===== src/lpe_pkg.sv =====
// ----------------------------------------------------------------------------
// lpe_pkg: shared types and constants of the packet echo
// Buffer sizing, the descriptor between the receive and transmit sides,
// and the packet store port groups.
// ----------------------------------------------------------------------------
package lpe_pkg;

	localparam int BUFFER_BYTES = 64;
	localparam int HEADER_BYTES = 4;
	localparam int LENGTH_INDEX = 3;
	localparam int NUM_BANKS    = 2;

	localparam int BYTE_W   = 8;
	localparam int FILL_W   = 9;
	localparam int MAX_FILL = 255 + HEADER_BYTES;
	localparam int ADDR_W   = $clog2(BUFFER_BYTES);
	localparam int CNT_W    = $clog2(BUFFER_BYTES + 1);
	localparam int BANK_W   = $clog2(NUM_BANKS);
	localparam int RAM_AW   = ADDR_W + BANK_W;
	localparam int RAM_DEPTH = 2 ** RAM_AW;

	// one finished packet waiting for echo
	typedef struct packed {
		logic [BANK_W-1:0] bank;
		logic [CNT_W-1:0]  count;
		logic              trunc;
	} desc_t;

	typedef struct packed {
		logic              en;
		logic [RAM_AW-1:0] addr;
		logic [BYTE_W-1:0] data;
	} ram_wr_t;

	typedef struct packed {
		logic              en;
		logic [RAM_AW-1:0] addr;
	} ram_rd_t;

endpackage


===== src/lpe_ram.sv =====
// ----------------------------------------------------------------------------
// lpe_ram: generic simple dual-port RAM
// One write port, one read port with registered read data.
// ----------------------------------------------------------------------------
module lpe_ram #(
	parameter int WIDTH = 8,
	parameter int DEPTH = 128
) (
	input  logic                     clk,
	input  logic                     we,
	input  logic [$clog2(DEPTH)-1:0] waddr,
	input  logic [WIDTH-1:0]         wdata,
	input  logic                     re,
	input  logic [$clog2(DEPTH)-1:0] raddr,
	output logic [WIDTH-1:0]         rdata
);

	logic [WIDTH-1:0] mem_q [DEPTH];

	always_ff @(posedge clk) begin
		if (we) begin
			mem_q[waddr] <= wdata;
		end
		// hold read data when no read is issued
		if (re) begin
			rdata <= mem_q[raddr];
		end
	end

endmodule


===== src/lpe_desc_fifo.sv =====
// ----------------------------------------------------------------------------
// lpe_desc_fifo: packet descriptor queue
// One entry per store bank; full means every bank holds an unsent packet.
// ----------------------------------------------------------------------------
module lpe_desc_fifo import lpe_pkg::*; (
	input  logic  clk,
	input  logic  arst_n,
	input  logic  push,
	input  desc_t push_desc,
	input  logic  pop,
	output desc_t head,
	output logic  full,
	output logic  empty
);

	localparam int PTR_W = (NUM_BANKS > 1) ? $clog2(NUM_BANKS) : 1;
	localparam int QCNT_W = $clog2(NUM_BANKS + 1);

	desc_t             entry_q [NUM_BANKS];
	logic [PTR_W-1:0]  wr_ptr_q;
	logic [PTR_W-1:0]  rd_ptr_q;
	logic [QCNT_W-1:0] count_q;

	function automatic logic [PTR_W-1:0] ptr_inc(input logic [PTR_W-1:0] p);
		ptr_inc = (p == PTR_W'(NUM_BANKS - 1)) ? '0 : p + PTR_W'(1);
	endfunction

	assign full  = (count_q == QCNT_W'(NUM_BANKS));
	assign empty = (count_q == '0);
	assign head  = entry_q[rd_ptr_q];

	always_ff @(posedge clk or negedge arst_n) begin
		if (!arst_n) begin
			wr_ptr_q <= '0;
			rd_ptr_q <= '0;
			count_q  <= '0;
		end else begin
			if (push) begin
				wr_ptr_q <= ptr_inc(wr_ptr_q);
			end
			if (pop) begin
				rd_ptr_q <= ptr_inc(rd_ptr_q);
			end
			if (push && !pop) begin
				count_q <= count_q + QCNT_W'(1);
			end else if (pop && !push) begin
				count_q <= count_q - QCNT_W'(1);
			end
		end
	end

	always_ff @(posedge clk) begin
		if (push) begin
			entry_q[wr_ptr_q] <= push_desc;
		end
	end

`ifndef SYNTHESIS
	a_no_push_full: assert property (@(posedge clk) disable iff (!arst_n) !(push && full))
		else $error("descriptor pushed into a full queue");
	a_no_pop_empty: assert property (@(posedge clk) disable iff (!arst_n) !(pop && empty))
		else $error("descriptor popped from an empty queue");
`endif

endmodule


===== src/lpe_front.sv =====
// ----------------------------------------------------------------------------
// lpe_front: receive side of the packet echo
// Hunts for the start byte, stores the packet, tracks the length field and
// hands a descriptor to the transmit side when the packet is complete.
// ----------------------------------------------------------------------------
module lpe_front import lpe_pkg::*; (
	input  logic              clk,
	input  logic              arst_n,
	input  logic              cfg_valid,
	output logic              cfg_ready,
	input  logic [BYTE_W-1:0] cfg_data,
	input  logic              in_valid,
	output logic              in_ready,
	input  logic [BYTE_W-1:0] in_byte,
	input  logic              q_full,
	output logic              push,
	output desc_t             push_desc,
	output ram_wr_t           wr
);

	logic [FILL_W-1:0] fill_q;
	logic [BYTE_W-1:0] len_q;
	logic [BYTE_W-1:0] start_q;
	logic [BANK_W-1:0] bank_q;

	logic              accept;
	logic              hunting;
	logic [FILL_W-1:0] fill_nxt;
	logic [BYTE_W-1:0] len_eff;
	logic [FILL_W-1:0] total;
	logic              trunc;

	assign cfg_ready = 1'b1;
	// the bank under fill is free whenever the queue has room
	assign in_ready  = !q_full;
	assign accept    = in_valid && in_ready;
	assign hunting   = (fill_q == '0);
	assign fill_nxt  = fill_q + FILL_W'(1);
	assign len_eff   = (fill_q == FILL_W'(LENGTH_INDEX)) ? in_byte : len_q;
	assign total     = FILL_W'(len_eff) + FILL_W'(HEADER_BYTES);
	assign trunc     = (total > FILL_W'(BUFFER_BYTES));

	assign push            = accept && !hunting && (fill_nxt == total);
	assign push_desc.bank  = bank_q;
	assign push_desc.count = trunc ? CNT_W'(BUFFER_BYTES) : total[CNT_W-1:0];
	assign push_desc.trunc = trunc;

	// drop bytes beyond the store, keep counting them
	assign wr.en   = accept && (hunting ? (in_byte == start_q)
	                                    : (fill_q < FILL_W'(BUFFER_BYTES)));
	assign wr.addr = {bank_q, fill_q[ADDR_W-1:0]};
	assign wr.data = in_byte;

	always_ff @(posedge clk or negedge arst_n) begin
		if (!arst_n) begin
			fill_q  <= '0;
			len_q   <= '0;
			start_q <= '0;
			bank_q  <= '0;
		end else begin
			if (cfg_valid) begin
				start_q <= cfg_data;
			end
			if (accept) begin
				if (hunting) begin
					if (in_byte == start_q) begin
						fill_q <= FILL_W'(1);
					end
				end else if (push) begin
					fill_q <= '0;
					bank_q <= (bank_q == BANK_W'(NUM_BANKS - 1)) ? '0 : bank_q + BANK_W'(1);
				end else begin
					fill_q <= fill_nxt;
				end
				if (fill_q == FILL_W'(LENGTH_INDEX)) begin
					len_q <= in_byte;
				end
			end
		end
	end

`ifndef SYNTHESIS
	a_fill_bound: assert property (@(posedge clk) disable iff (!arst_n)
		fill_q <= FILL_W'(MAX_FILL))
		else $error("fill position ran past the longest packet");
`endif

endmodule


===== src/lpe_back.sv =====
// ----------------------------------------------------------------------------
// lpe_back: transmit side of the packet echo
// Reads the oldest finished packet out of the store and streams it with
// the last and truncation marks.
// ----------------------------------------------------------------------------
module lpe_back import lpe_pkg::*; (
	input  logic              clk,
	input  logic              arst_n,
	input  logic              q_empty,
	input  desc_t             q_head,
	output logic              q_pop,
	output ram_rd_t           rd,
	input  logic [BYTE_W-1:0] rd_data,
	output logic              out_valid,
	input  logic              out_ready,
	output logic [BYTE_W-1:0] out_byte,
	output logic              out_last,
	output logic              out_trunc
);

	logic [ADDR_W-1:0] idx_q;
	logic              valid_s1;
	logic              last_s1;
	logic              trunc_s1;
	logic              valid_q;
	logic [BYTE_W-1:0] byte_q;
	logic              last_q;
	logic              trunc_q;

	logic adv_s1;
	logic issue;
	logic last_rd;

	// read data register holds while stage 1 waits
	assign adv_s1  = valid_s1 && (!valid_q || out_ready);
	assign issue   = !q_empty && (!valid_s1 || adv_s1);
	assign last_rd = ((CNT_W'(idx_q) + CNT_W'(1)) == q_head.count);

	assign rd.en   = issue;
	assign rd.addr = {q_head.bank, idx_q};
	assign q_pop   = issue && last_rd;

	assign out_valid = valid_q;
	assign out_byte  = byte_q;
	assign out_last  = last_q;
	assign out_trunc = trunc_q;

	always_ff @(posedge clk or negedge arst_n) begin
		if (!arst_n) begin
			idx_q    <= '0;
			valid_s1 <= 1'b0;
			last_s1  <= 1'b0;
			trunc_s1 <= 1'b0;
			valid_q  <= 1'b0;
			byte_q   <= '0;
			last_q   <= 1'b0;
			trunc_q  <= 1'b0;
		end else begin
			if (issue) begin
				idx_q    <= last_rd ? '0 : idx_q + ADDR_W'(1);
				valid_s1 <= 1'b1;
				last_s1  <= last_rd;
				trunc_s1 <= q_head.trunc;
			end else if (adv_s1) begin
				valid_s1 <= 1'b0;
			end
			if (adv_s1) begin
				valid_q <= 1'b1;
				byte_q  <= rd_data;
				last_q  <= last_s1;
				trunc_q <= trunc_s1;
			end else if (out_ready) begin
				valid_q <= 1'b0;
			end
		end
	end

`ifndef SYNTHESIS
	a_last_pops: assert property (@(posedge clk) disable iff (!arst_n)
		issue |=> (valid_s1 && (last_s1 == $past(q_pop))))
		else $error("last mark and descriptor release out of step");
`endif

endmodule


===== src/length_prefixed_packet_echo.sv =====
// ----------------------------------------------------------------------------
// length_prefixed_packet_echo: start-byte / length-field framer with echo
// Frames packets out of a byte stream and sends each one back whole.
// ----------------------------------------------------------------------------
// Usage:
//   s_axis carries received bytes, one item per accepted handshake. While
//   hunting, every byte other than the start byte is dropped. The start byte
//   opens a packet; byte 3 is the unsigned payload length and the packet ends
//   after length + 4 bytes.
//   m_axis echoes each finished packet byte by byte, tlast on the final byte,
//   tuser set on every byte of a packet longer than the store, whose echo
//   holds only the first BUFFER_BYTES bytes.
//   cfg writes the start byte (cfg_ready always high); write it only when idle.
// Timing:
//   The receive side takes one byte per cycle. The store has two banks, so a
//   packet can be received while the previous one is echoed; s_axis stalls
//   only when both banks hold packets not yet fully read out.
//   The first echoed byte reaches m_axis through stage 1 and the output
//   register once the last byte of a packet is taken; then one byte per cycle,
//   set by the single store read port, as long as the receiver takes them.
// Reset: arst_n clears the framer to hunting, the start byte to 0 and empties
//   the queue and output register. The store itself is not cleared.
// Stall: a stalled receiver holds the output register, stage 1 behind it.
// ----------------------------------------------------------------------------
module length_prefixed_packet_echo import lpe_pkg::*; (
	input  logic              clk,
	input  logic              arst_n,
	// configuration: start_byte[7:0]
	input  logic              cfg_valid,
	output logic              cfg_ready,
	input  logic [BYTE_W-1:0] cfg_data,
	// receive stream
	input  logic              s_axis_tvalid,
	output logic              s_axis_tready,
	input  logic [BYTE_W-1:0] s_axis_tdata,   // [7:0] rx_byte
	// echo stream
	output logic              m_axis_tvalid,
	input  logic              m_axis_tready,
	output logic [BYTE_W-1:0] m_axis_tdata,   // [7:0] tx_byte
	output logic              m_axis_tlast,   // last_of_packet
	output logic              m_axis_tuser    // [0] truncated
);

	logic    q_full;
	logic    q_empty;
	logic    push;
	logic    pop;
	desc_t   push_desc;
	desc_t   head;
	ram_wr_t wr;
	ram_rd_t rd;
	logic [BYTE_W-1:0] rd_data;

	// receive side: hunt, store, count
	lpe_front u_front (
		.clk       (clk),
		.arst_n    (arst_n),
		.cfg_valid (cfg_valid),
		.cfg_ready (cfg_ready),
		.cfg_data  (cfg_data),
		.in_valid  (s_axis_tvalid),
		.in_ready  (s_axis_tready),
		.in_byte   (s_axis_tdata),
		.q_full    (q_full),
		.push      (push),
		.push_desc (push_desc),
		.wr        (wr)
	);

	// finished packets waiting for echo, one per bank
	lpe_desc_fifo u_queue (
		.clk       (clk),
		.arst_n    (arst_n),
		.push      (push),
		.push_desc (push_desc),
		.pop       (pop),
		.head      (head),
		.full      (q_full),
		.empty     (q_empty)
	);

	// packet store, two banks of BUFFER_BYTES
	lpe_ram #(
		.WIDTH (BYTE_W),
		.DEPTH (RAM_DEPTH)
	) u_store (
		.clk   (clk),
		.we    (wr.en),
		.waddr (wr.addr),
		.wdata (wr.data),
		.re    (rd.en),
		.raddr (rd.addr),
		.rdata (rd_data)
	);

	// transmit side: read out and stream
	lpe_back u_back (
		.clk       (clk),
		.arst_n    (arst_n),
		.q_empty   (q_empty),
		.q_head    (head),
		.q_pop     (pop),
		.rd        (rd),
		.rd_data   (rd_data),
		.out_valid (m_axis_tvalid),
		.out_ready (m_axis_tready),
		.out_byte  (m_axis_tdata),
		.out_last  (m_axis_tlast),
		.out_trunc (m_axis_tuser)
	);

endmodule

===== config.mk =====
export PLATFORM = sky130hd
export DESIGN_NAME = length_prefixed_packet_echo
export DESIGN_NICKNAME = d
export VERILOG_FILES = /design/src/lpe_pkg.sv /design/src/lpe_ram.sv /design/src/lpe_desc_fifo.sv /design/src/lpe_front.sv /design/src/lpe_back.sv /design/src/length_prefixed_packet_echo.sv
export SDC_FILE = /design/constraint.sdc
export NUM_CORES = 1
export LEC_CHECK = 0
export BUFFER_PORTS_ARGS = -buffer_cell sky130_fd_sc_hd__buf_2
export CORE_MARGIN = 10
export CORE_UTILIZATION = 70
export CTS_BUF_LIST = sky130_fd_sc_hd__clkbuf_2
export CTS_CLUSTER_DIAMETER = 50
export DETAILED_ROUTE_END_ITERATION = 16
export PLACE_DENSITY = 0.9
export SLEW_MARGIN = 20
export SYNTH_ARGS = -nofsm -noshare
export SYNTH_HDL_FRONTEND = slang
export SYNTH_SLANG_ARGS = --single-unit
export TNS_END_PERCENT = 100

===== constraint.sdc =====
create_clock -name clk -period 10.09 [get_ports clk]
set_input_delay 1.009 -clock clk [delete_from_list [all_inputs] [get_ports clk]]
set_output_delay 1.009 -clock clk [all_outputs]
set_load 0.005 [all_outputs]

# Word-level counts from Yosys, hierarchy flattened
# Memories as Yosys holds them, arrays and structs flattened. A register that Yosys moved wholly into a read port is not among the register bits.
# Cells that the tools add are included.
# W data, S select, Z words.
[word_totals]
memories = 2
word_cells = 80
inputBits = 21
rom_bits = 0
latchBits = 0
reg_bits = 50
mem_bits_rw = 1042
[classes]
shifts = 0
n_reduce_logical = 25
mul = 0
n_bitwise = 1
n_mux = 20
add_sub_neg = 9
n_div = 0
n_eq_ne = 6
order_cmp = 2
[memory_table]
columns = ["name", "depth", "word_bits", "read_ports", "rd_ports_with_merged_regs", "wr", "line", "rtl"]
rows = [
  ["u_store.mem_q", 128, 8, 1, 1, 1, "lpe_ram.sv:18", "logic [WIDTH-1:0] mem_q [DEPTH];"],
  ["u_queue.entry_q", 2, 9, 1, 0, 1, "lpe_desc_fifo.sv:19", "desc_t entry_q [NUM_BANKS];"],
]
[ops]
columns = ["op", "n"]
rows = [
  ["$mux W9", 3],
  ["$mux W1", 12],
  ["$add A8 B3 Y9 const B", 1],
  ["$add A9 B1 Y9 const B", 1],
  ["$eq A9 B2 Y1 const B", 1],
  ["$eq A9 B9 Y1", 1],
  ["$gt A9 B7 Y1 const B", 1],
  ["$logic_and A1 B1 Y1", 9],
  ["$logic_not A9 Y1", 1],
  ["$lt A9 B7 Y1 const B", 1],
  ["$eq A8 B8 Y1", 1],
  ["$mux W8", 1],
  ["$add A6 B1 Y7 const B", 1],
  ["$eq A7 B7 Y1", 1],
  ["$logic_not A1 Y1", 7],
  ["$mux W7", 1],
  ["$add A6 B1 Y6 const B", 1],
  ["$mux W6", 1],
  ["$reduce_bool A2 Y1", 3],
  ["$mux W2", 2],
  ["$add A1 B1 Y1 const B", 3],
  ["$reduce_and A3 Y1", 1],
  ["$add A2 B1 Y2 const B", 1],
  ["$eq A2 B2 Y1 const B", 1],
  ["6 further kinds", 7],
]

# Logic depth before layout (Yosys ltp)
# Gate-level depths: netlist of the first run.
[depth]
word_depth = 9
depth_mapped = 19

# By module
# A second synthesis of the first run with hierarchy kept.
[hier_totals]
hier_cells = 1993
area_unflattened_um2 = 43765.7
[modules_own_cells]
columns = ["module", "seq_area_each_um2", "area_each_um2", "cells_each", "instances"]
rows = [
  ["lpe_ram", 30989.7, 39745.6, 1635, 1],
  ["lpe_front", 650.6, 2040.7, 214, 1],
  ["lpe_back", 500.5, 1137.3, 100, 1],
  ["lpe_desc_fifo", 640.6, 842.1, 44, 1],
]

# Worst setup path after synthesis of the first run
# No wires, ideal clock.
[synth_timing]
path_kind = "reg-to-reg"
start = "register u_front.fill_q[0]"
end = "memory u_queue.entry_q[0][0] (netlist bit) (enable)"
stages_incl_launch_ff = 15
t_arrival_ns = 3.699
path_buffers = 3
period_less_slack_ns = 4.098
setup_time_ns = 0.399
setup_slack_ns = 5.992
path_cell_list = "dfrtp_1 > ha_1 > buf_2 > nor4b_4 > nand2_4 > clkbuf_1 > o21ai_0 > ha_1 > clkbuf_1 > nand3_1 > xor2_1 > mux2i_1 > xnor2_1 > nand3_1 > nor4_1"
[synth_via]
elab_chain_len = 7
[synth_rtl]
columns = ["item", "line", "rtl"]
rows = [
  ["start: declaration", "lpe_front.sv:21", "logic [FILL_W-1:0] fill_q;"],
  ["start signal: assignment", "lpe_front.sv:73", "fill_q <= fill_nxt;"],
  ["$eq A9 B2 Y1", "lpe_front.sv:39", "assign len_eff = (fill_q == FILL_W'(LENGTH_INDEX)) ? in_byte : len_q;"],
  ["$mux W8", "lpe_front.sv:39", ""],
  ["via u_front.len_eff[2]", "lpe_front.sv:29", "logic [BYTE_W-1:0] len_eff;"],
  ["$add A8 B3 Y9", "lpe_front.sv:40", "assign total = FILL_W'(len_eff) + FILL_W'(HEADER_BYTES);"],
  ["$eq A9 B9 Y1", "lpe_front.sv:43", "assign push = accept && !hunting && (fill_nxt == total);"],
  ["$logic_and A1 B1 Y1", "lpe_front.sv:43", ""],
  ["$mux W1", "lpe_desc_fifo.sv:53", "if (push) begin"],
  ["$mux W1 (implied by the code)", "lpe_desc_fifo.sv:54", "entry_q[wr_ptr_q] <= push_desc;"],
  ["end: declaration", "lpe_desc_fifo.sv:19", ""],
]
# The timed path passes the listed nets, and every way through them passes these cells.

# Final worst setup path of the first run
[layout_timing]
start = "register u_front.fill_q[0]"
end = "memory u_queue.entry_q[1][8] (netlist bit) (enable)"
[layout_via]
elab_chain_len = 7
[layout_rtl]
columns = ["item", "line", "rtl"]
rows = [
  ["$eq A9 B2 Y1", "lpe_front.sv:39", ""],
  ["$mux W8", "lpe_front.sv:39", ""],
  ["via u_front.len_eff[2]", "lpe_front.sv:29", ""],
  ["$add A8 B3 Y9", "lpe_front.sv:40", ""],
  ["$eq A9 B9 Y1", "lpe_front.sv:43", ""],
  ["$logic_and A1 B1 Y1", "lpe_front.sv:43", ""],
  ["via push", "length_prefixed_packet_echo.sv:46", "logic push;"],
  ["$mux W1", "lpe_desc_fifo.sv:53", ""],
  ["$mux W1 (implied by the code)", "lpe_desc_fifo.sv:54", ""],
]
# The timed path passes the listed nets, and every way through them passes these cells.

==> flow_summary.json, run 1 <==
{
  "num_vias": 22850,
  "netSwitchingPower_mw": 3.948,
  "status": "finished, final reports clean",
  "multiInputGateArea_um2": 10150,
  "cts_tree": "yes",
  "yosysMostFrequentCell": "edfxtp_1",
  "remaining_drc_errors": 0,
  "detailed_place_hpwl_um": 61190,
  "p_per_area_nw_per_um2": 254.3,
  "syn_area_um2": 43340,
  "final_core_util": 0.7622,
  "synth.net_count": 1982,
  "fillCellCount": 3005,
  "ys_seq_area_frac": 0.7564,
  "syn2layout_area_growth_pct": 8.126,
  "pwr-share-comb": 0.313,
  "dieArea_um2": 72270,
  "cts-root-buf": "clkbuf_2",
  "wl_um": 105900,
  "insertion_delay_ps": 1500,
  "power_mw": 11.92,
  "slew_violations": 0,
  "switching_share": 0.3314,
  "register_area_um2": 32790,
  "place_ws_ps": 4575,
  "finalCriticalPeriod_ps": 5982,
  "avgRoutedWirePerCell_um": 33.26,
  "synth_top_area_cell": "edfxtp_1",
  "synth_edf_count": 1050,
  "setup.worst_path.class": "reg2reg",
  "path_clk_slew_ps": 130,
  "grt_pass1_wl_um": 156000,
  "p_int_mw": 7.967,
  "synthTopCellsByCount": "1050 x edfxtp_1, 336 x mux4_2, 154 x nor2_1",
  "rsz0062_at_grt": "false",
  "start_util": 0.7049,
  "rrSetupSlack_ps": 4110,
  "grt_pass1_vias": 23280,
  "syn_avg_cell_area_um2": 22.16,
  "coreArea_um2": 61480,
  "place.gp.congestion": 0.8506,
  "synthDistinctLibCells": 52,
  "antenna_found_initial": 3,
  "yosysTopAreaCellShare": 0.7275,
  "synthTopCellsByArea": "edfxtp_1 73%, mux4_2 17%, dfrtp_1 2.9%",
  "fin_crit_sh": 0.5928,
  "ir_drop_v": 0.0001753,
  "seq_power_share": 0.453,
  "synth-warning-count": 0,
  "drt_iter0_drc": 3883,
  "antenna_left": 0,
  "numCtsBuffers": 275,
  "p_leak_nw": 15.12,
  "drive_gt1_frac": 0.3576,
  "cts_setup_buffers": 0,
  "dr.pass1.iters": 8,
  "die_width_um": 268.8,
  "hold_depth": 1,
  "clockBufferDepth": 4,
  "final.setup.worst_slack_ps": 4108,
  "grt_max_degree": 186,
  "fmax_mhz": 167.2,
  "end_kind": "flip-flop",
  "required_ps": 11150,
  "cts.repair.resized": 0,
  "dieHeight_um": 268.8,
  "synthCells": 1956,
  "critPathMaxFanout": 19,
  "vias_per_cell": 7.174,
  "hp-class": "in2reg",
  "synthArstFlopShare": 0.04545,
  "ys_ff_latch": 1100,
  "slew_headroom": 0.2251,
  "track_usage": 0.3023,
  "worst_pin_slew_ps": 1162,
  "skew_ps": 186.9,
  "finalSetupViolations": 0,
  "grt_overflow": 0,
  "p_clk_frac": 0.233,
  "synth_ff_type": "edfxtp_1",
  "critPathLaunchType": "flip-flop",
  "nets": 2236,
  "cp.arrival_ps": 7040,
  "io_buffers": 32,
  "finalHoldViolCount": 0,
  "ios": 34,
  "ff2ff_path_depth": 12,
  "num_rows": 91,
  "cap_violations": 0,
  "clock-sinks": 1100,
  "fin_setup_tns_ps": 0,
  "htreeDepth": 5
}
[cell type report]
cell class / count / area share
antenna: 4 / 0.0002136
clock buffer: 389 / 0.04154
timing repair buffer: 81 / 0.01410
clock inverter: 69 / 0.006221
sequential: 1100 / 0.6998
tap: 790 / 0.02109
multi-input combinational: 747 / 0.2167
inverter: 5 / 0.0004005
[cells in the final DEF, fill, tap and decap left out, types with 5 or more instances in the layout]
cell           synthesis  layout
edfxtp_1            1050    1050
clkbuf_2               0     389
mux4_2               336     336
nor2_1               154     154
clkinv_1               0      58
dfrtp_1               50      46
mux2_2                36      36
nand2_1               38      36
buf_4                  2      34
xnor2_1               24      24
buf_2                 23      24
nand3_1               25      22
dlygate4sd3_1          0      19
mux2i_1               18      17
xor2_1                16      16
o21ai_0               11      11
nor2b_1               10      10
nand4_1                8       8
inv_2                  1       6
nor3_1                 6       6
nand2b_1               5       5
a21oi_1                5       5
ha_1                   5       5
clkinv_2               0       5
[logic make-up (layout without fill, tap and decap cells)]
kind of cell,count (synthesis),after routing,share of synthesized area
AO/OA/AOI/OAI,36,36,0.005572
multiplexers,391,391,0.1884
other,1,5,0.00008652
flip-flops,1100,1100,0.7564
buffers and inverters,109,544,0.01028
AND/OR/NAND/NOR,272,272,0.02872
XOR/XNOR,42,42,0.009122
adder cells (fa/ha/maj),5,5,0.001443
[stage by stage]
step | cell area, um^2 | cells | hold slack, ps
detailed placement | 44340 | 2701 | 485.1
finish | 46860 | 3185 | 110.0
global placement | 44340 | 2701 | 464.4
CTS | 46770 | 3178 | 5.269
global route | 46860 | 3183 | 29.27
floorplan | 43340 | 1956 | 440.2
[critical path, cell delays in order (launching register included)]
cell and delay (ps):
dfrtp_1 660, ha_1 530, nor4b_4 460, nand2_4 270
o21ai_0 700, ha_1 500, nand3_1 160, xor2_1 210
mux2i_1 440, xnor2_1 200, nand3_1 240, nor3_1 620
and2_1 520
[repair_timing]
action                                  CTS  global route
endpoints found under the hold margin    61             0
endpoints found under the setup margin    0             0
hold buffers                             19             0
[power by group through the flow]
stage	clock network, mW	logic, mW	registers, mW
global route	3.03	3.84	5.41
floorplan	0	2.55	5.34
finish	2.78	3.73	5.40
detailed placement	0	3.58	5.49
CTS	2.77	3.62	5.38
global placement	0	3.41	5.47
[routing by layer]
| layer | up-vias | share of wire | global-route usage |
|---|---|---|---|
| met3 | 408 | 0.12 | 0.07495 |
| met1 | 11430 | 0.33 | 0.4036 |
| met5 | - | 0.00010 | 0 |
| met4 | 2 | 0.048 | 0.1406 |
| li1 | 8844 | - | - |
| met2 | 2168 | 0.50 | 0.4742 |
[worst paths after layout]
path                                               start                              end
min in group asynchronous                         arst_n   u_back.out_byte[4]$_DFFE_PN0P_
max in group asynchronous                         arst_n      u_back.idx_q[0]$_DFFE_PN0P_
setup reg to reg           u_front.fill_q[0]$_DFFE_PN0P_  u_queue.entry_q[1][8]$_DFFE_PP_
hold reg to reg               u_back.last_s1$_DFFE_PN0P_       u_back.last_s1$_DFFE_PN0P_
setup / recovery           u_front.fill_q[0]$_DFFE_PN0P_  u_queue.entry_q[1][8]$_DFFE_PP_
hold / removal                           s_axis_tdata[0]  u_store.mem_q[117][0]$_DFFE_PP_
[flip-flops by register name, indices dropped and copies added, names as in the netlist]
signal / count
u_store.mem_q: 1024
u_queue.entry_q: 18
u_front.fill_q: 9
u_back.out_byte: 8
u_front.len_q: 8
u_front.start_q: 8
u_store.rdata: 8
u_back.idx_q: 6
u_queue.count_q: 2
u_back.last_s1: 1
u_back.out_last: 1
u_back.out_trunc: 1
u_back.out_valid: 1
u_back.trunc_s1: 1
u_back.valid_s1: 1
u_front.bank_q: 1
u_queue.rd_ptr_q: 1
u_queue.wr_ptr_q: 1
Power figures use the tool's default switching activity.
==> run 2: changes to the inputs <==
--- a/config.mk
+++ b/config.mk
@@ -7,11 +7,11 @@
 export LEC_CHECK = 0
 export BUFFER_PORTS_ARGS = -buffer_cell sky130_fd_sc_hd__buf_2
 export CORE_MARGIN = 10
-export CORE_UTILIZATION = 70
+export CORE_UTILIZATION = 59
 export CTS_BUF_LIST = sky130_fd_sc_hd__clkbuf_2
 export CTS_CLUSTER_DIAMETER = 50
 export DETAILED_ROUTE_END_ITERATION = 16
-export PLACE_DENSITY = 0.9
+export PLACE_DENSITY = 0.81
 export SLEW_MARGIN = 20
 export SYNTH_ARGS = -nofsm -noshare
 export SYNTH_HDL_FRONTEND = slang
==> constraint.sdc (replaced) <==
create_clock -name clk -period 5.38 [get_ports clk]
set_input_delay 0.538 -clock clk [delete_from_list [all_inputs] [get_ports clk]]
set_output_delay 0.538 -clock clk [all_outputs]
set_load 0.005 [all_outputs]
==> flow_summary.json, run 2 (same netlist as run 1, synthesis figures left out) <==
{
  "p_per_area_nw_per_um2": 465.6,
  "start_util": 0.5951,
  "finalCriticalPeriod_ps": 4605,
  "cap_violations": 0,
  "multiInputGateArea_um2": 10120,
  "pwr-share-comb": 0.303,
  "use_met2": 0.3691,
  "p_int_mw": 15.06,
  "dieHeight_um": 291.0,
  "grt_overflow": 0,
  "num_rows": 99,
  "path_buf_inv": 0,
  "end_kind": "flip-flop",
  "cts-root-buf": "clkbuf_2",
  "grtUsageMet1": 0.3086,
  "critPathMaxFanout": 19,
  "hp-class": "in2async",
  "slew_violations": 0,
  "grt_max_degree": 103,
  "largest_reg_flops": 1024,
  "reg_top3": "u_store.mem_q (1024), u_queue.entry_q (18), u_front.fill_q (9)",
  "ctsHoldBuffers": 44,
  "switching_share": 0.3188,
  "final_common_cell": "edfxtp_1",
  "antenna_found_initial": 3,
  "ff2ff_path_depth": 11,
  "finalHoldViolCount": 0,
  "coreArea_um2": 72830,
  "remaining_drc_errors": 0,
  "wl_um": 98050,
  "htreeDepth": 4,
  "p_clk_frac": 0.236,
  "detailed_place_hpwl_um": 57850,
  "worst_pin_slew_ps": 1113,
  "r2r_start": "u_front.fill_q[0]$_DFFE_PN0P_",
  "most-common-layout-cells": "1050 x edfxtp_1, 337 x clkbuf_2, 336 x mux4_2, 154 x nor2_1, 74 x clkinv_1",
  "fin_crit_sh": 0.8559,
  "slew_headroom": 0.2579,
  "place.gp.congestion": 0.8481,
  "avgRoutedWirePerCell_um": 29.15,
  "finalSetupViolations": 0,
  "rrSetupSlack_ps": 780,
  "seq_power_share": 0.461,
  "clockBufferDepth": 3,
  "dr.pass1.iters": 7,
  "path_clk_slew_ps": 130,
  "place_ws_ps": 925.5,
  "required_ps": 6410,
  "fin_setup_tns_ps": 0,
  "rsz0062_at_grt": "false",
  "netSwitchingPower_mw": 7.047,
  "cp_slowest_cell": "nor4_2",
  "cpLargestDelayFamily": "simple AND/OR/NAND/NOR gates",
  "final.setup.worst_slack_ps": 775.1,
  "vias_per_cell": 6.418,
  "numCtsBuffers": 238,
  "drt_iter0_drc": 2606,
  "register_area_um2": 32790,
  "regMostFlops": "u_store.mem_q",
  "ios": 34,
  "syn2layout_area_growth_pct": 9.535,
  "antenna_left": 0,
  "fillCellCount": 4532,
  "setup.worst_path.class": "reg2reg",
  "drive_gt1_frac": 0.3428,
  "dieArea_um2": 84700,
  "p_leak_nw": 15.21,
  "status": "finished, final reports clean",
  "critPathLaunchType": "flip-flop",
  "fmax_mhz": 217.2,
  "num_vias": 21590,
  "cts_setup_buffers": 0,
  "r2r-end": "u_queue.entry_q[0][6]$_DFFE_PP_",
  "cts_tree": "yes",
  "die_width_um": 291.0,
  "path_cells": "ha_1 -> nor4b_4 -> nand2_4 -> o21ai_0 -> ha_1 -> nand3_1 -> xor2_1 -> mux2i_1 -> xnor2_1 -> nand3_1 -> nor4_2",
  "cp.arrival_ps": 5640,
  "grt_pass1_vias": 22180,
  "grt_pass1_wl_um": 146200,
  "met3_usage": 0.06431,
  "io_buffers": 32,
  "cp_slowest_stage_delay_ps": 810,
  "grt.busiest_layer": "met2",
  "nets": 2233,
  "clock-sinks": 1100,
  "track_usage": 0.2327,
  "cts.repair.resized": 0,
  "skew_ps": 68.20,
  "insertion_delay_ps": 1440,
  "ir_drop_v": 0.0005827
}
run 2: cell types whose count changed in the layout (fill, tap and decap cells not counted), sizes merged:
| cell | previous run | this run |
|---|---|---|
| clkbuf | 389 | 337 |
| clkinv | 63 | 89 |
| bufinv | 1 | 7 |
| dlygate4sd3 | 19 | 42 |
| diode | 4 | 1 |
| inv | 10 | 7 |
| clkinvlp | 0 | 2 |
| buf | 62 | 73 |
run 2: worst min-delay path: cells and delay by family:
family	cells	cell delay (ps)
buffers and inverters	4	1480
run 2: power groups by stage:
stage	combinational, mW	clock, mW	sequential, mW
floorplan	4.78	0	10.0
global placement	6.45	0	10.3
detailed placement	6.63	0	10.4
CTS	6.69	5.28	10.2
global route	7.01	5.71	10.2
finish	6.70	5.22	10.2
run 2: how the worst max path moves through the flow:
stage                                   from                               to  slack (ps)  cells past startpoint
3_5_place_dp   u_front.fill_q[0]$_DFFE_PN0P_  u_queue.entry_q[0][0]$_DFFE_PP_         930                     11
3_3_place_gp   u_front.fill_q[0]$_DFFE_PN0P_  u_queue.entry_q[0][8]$_DFFE_PP_        1270                     11
6_report       u_front.fill_q[0]$_DFFE_PN0P_  u_queue.entry_q[0][6]$_DFFE_PP_         780                     11
4_1_cts        u_front.fill_q[0]$_DFFE_PN0P_  u_queue.entry_q[0][6]$_DFFE_PP_         920                     11
5_1_grt        u_front.fill_q[0]$_DFFE_PN0P_  u_queue.entry_q[0][6]$_DFFE_PP_         480                     11
2_1_floorplan  u_front.fill_q[0]$_DFFE_PN0P_  u_queue.entry_q[0][0]$_DFFE_PP_        1280                     14
run 2: stage by stage:
step	util	hold slack [ps]	power [mW]	instances	cell area, um^2
2_1_floorplan	-	242.4	14.79	1956	43340
3_3_place_gp	0.6140	461.7	16.80	2882	44720
3_5_place_dp	0.6140	487.8	17.00	2882	44720
4_1_cts	0.6518	0.4092	22.15	3363	47470
5_1_grt	0.6518	123.7	22.96	3364	47470
6_report	0.6518	187.5	22.10	3364	47470
run 2: cell type report:
class,count,share of cell area
inverters,5,0.0003953
clock buffers,337,0.03553
diodes,1,0.00005271
well taps,959,0.02527
flip-flops and latches,1100,0.6908
repair buffers,115,0.02195
clock inverters,100,0.01276
multi-input cells,747,0.2133
run 2: layer usage:
| metal | routed length, um | part of all wire |
|---|---|---|
| met5 | 30 | 0.00031 |
| met4 | 2573 | 0.026 |
| met3 | 10270 | 0.10 |
| met2 | 49230 | 0.50 |
| met1 | 35940 | 0.37 |
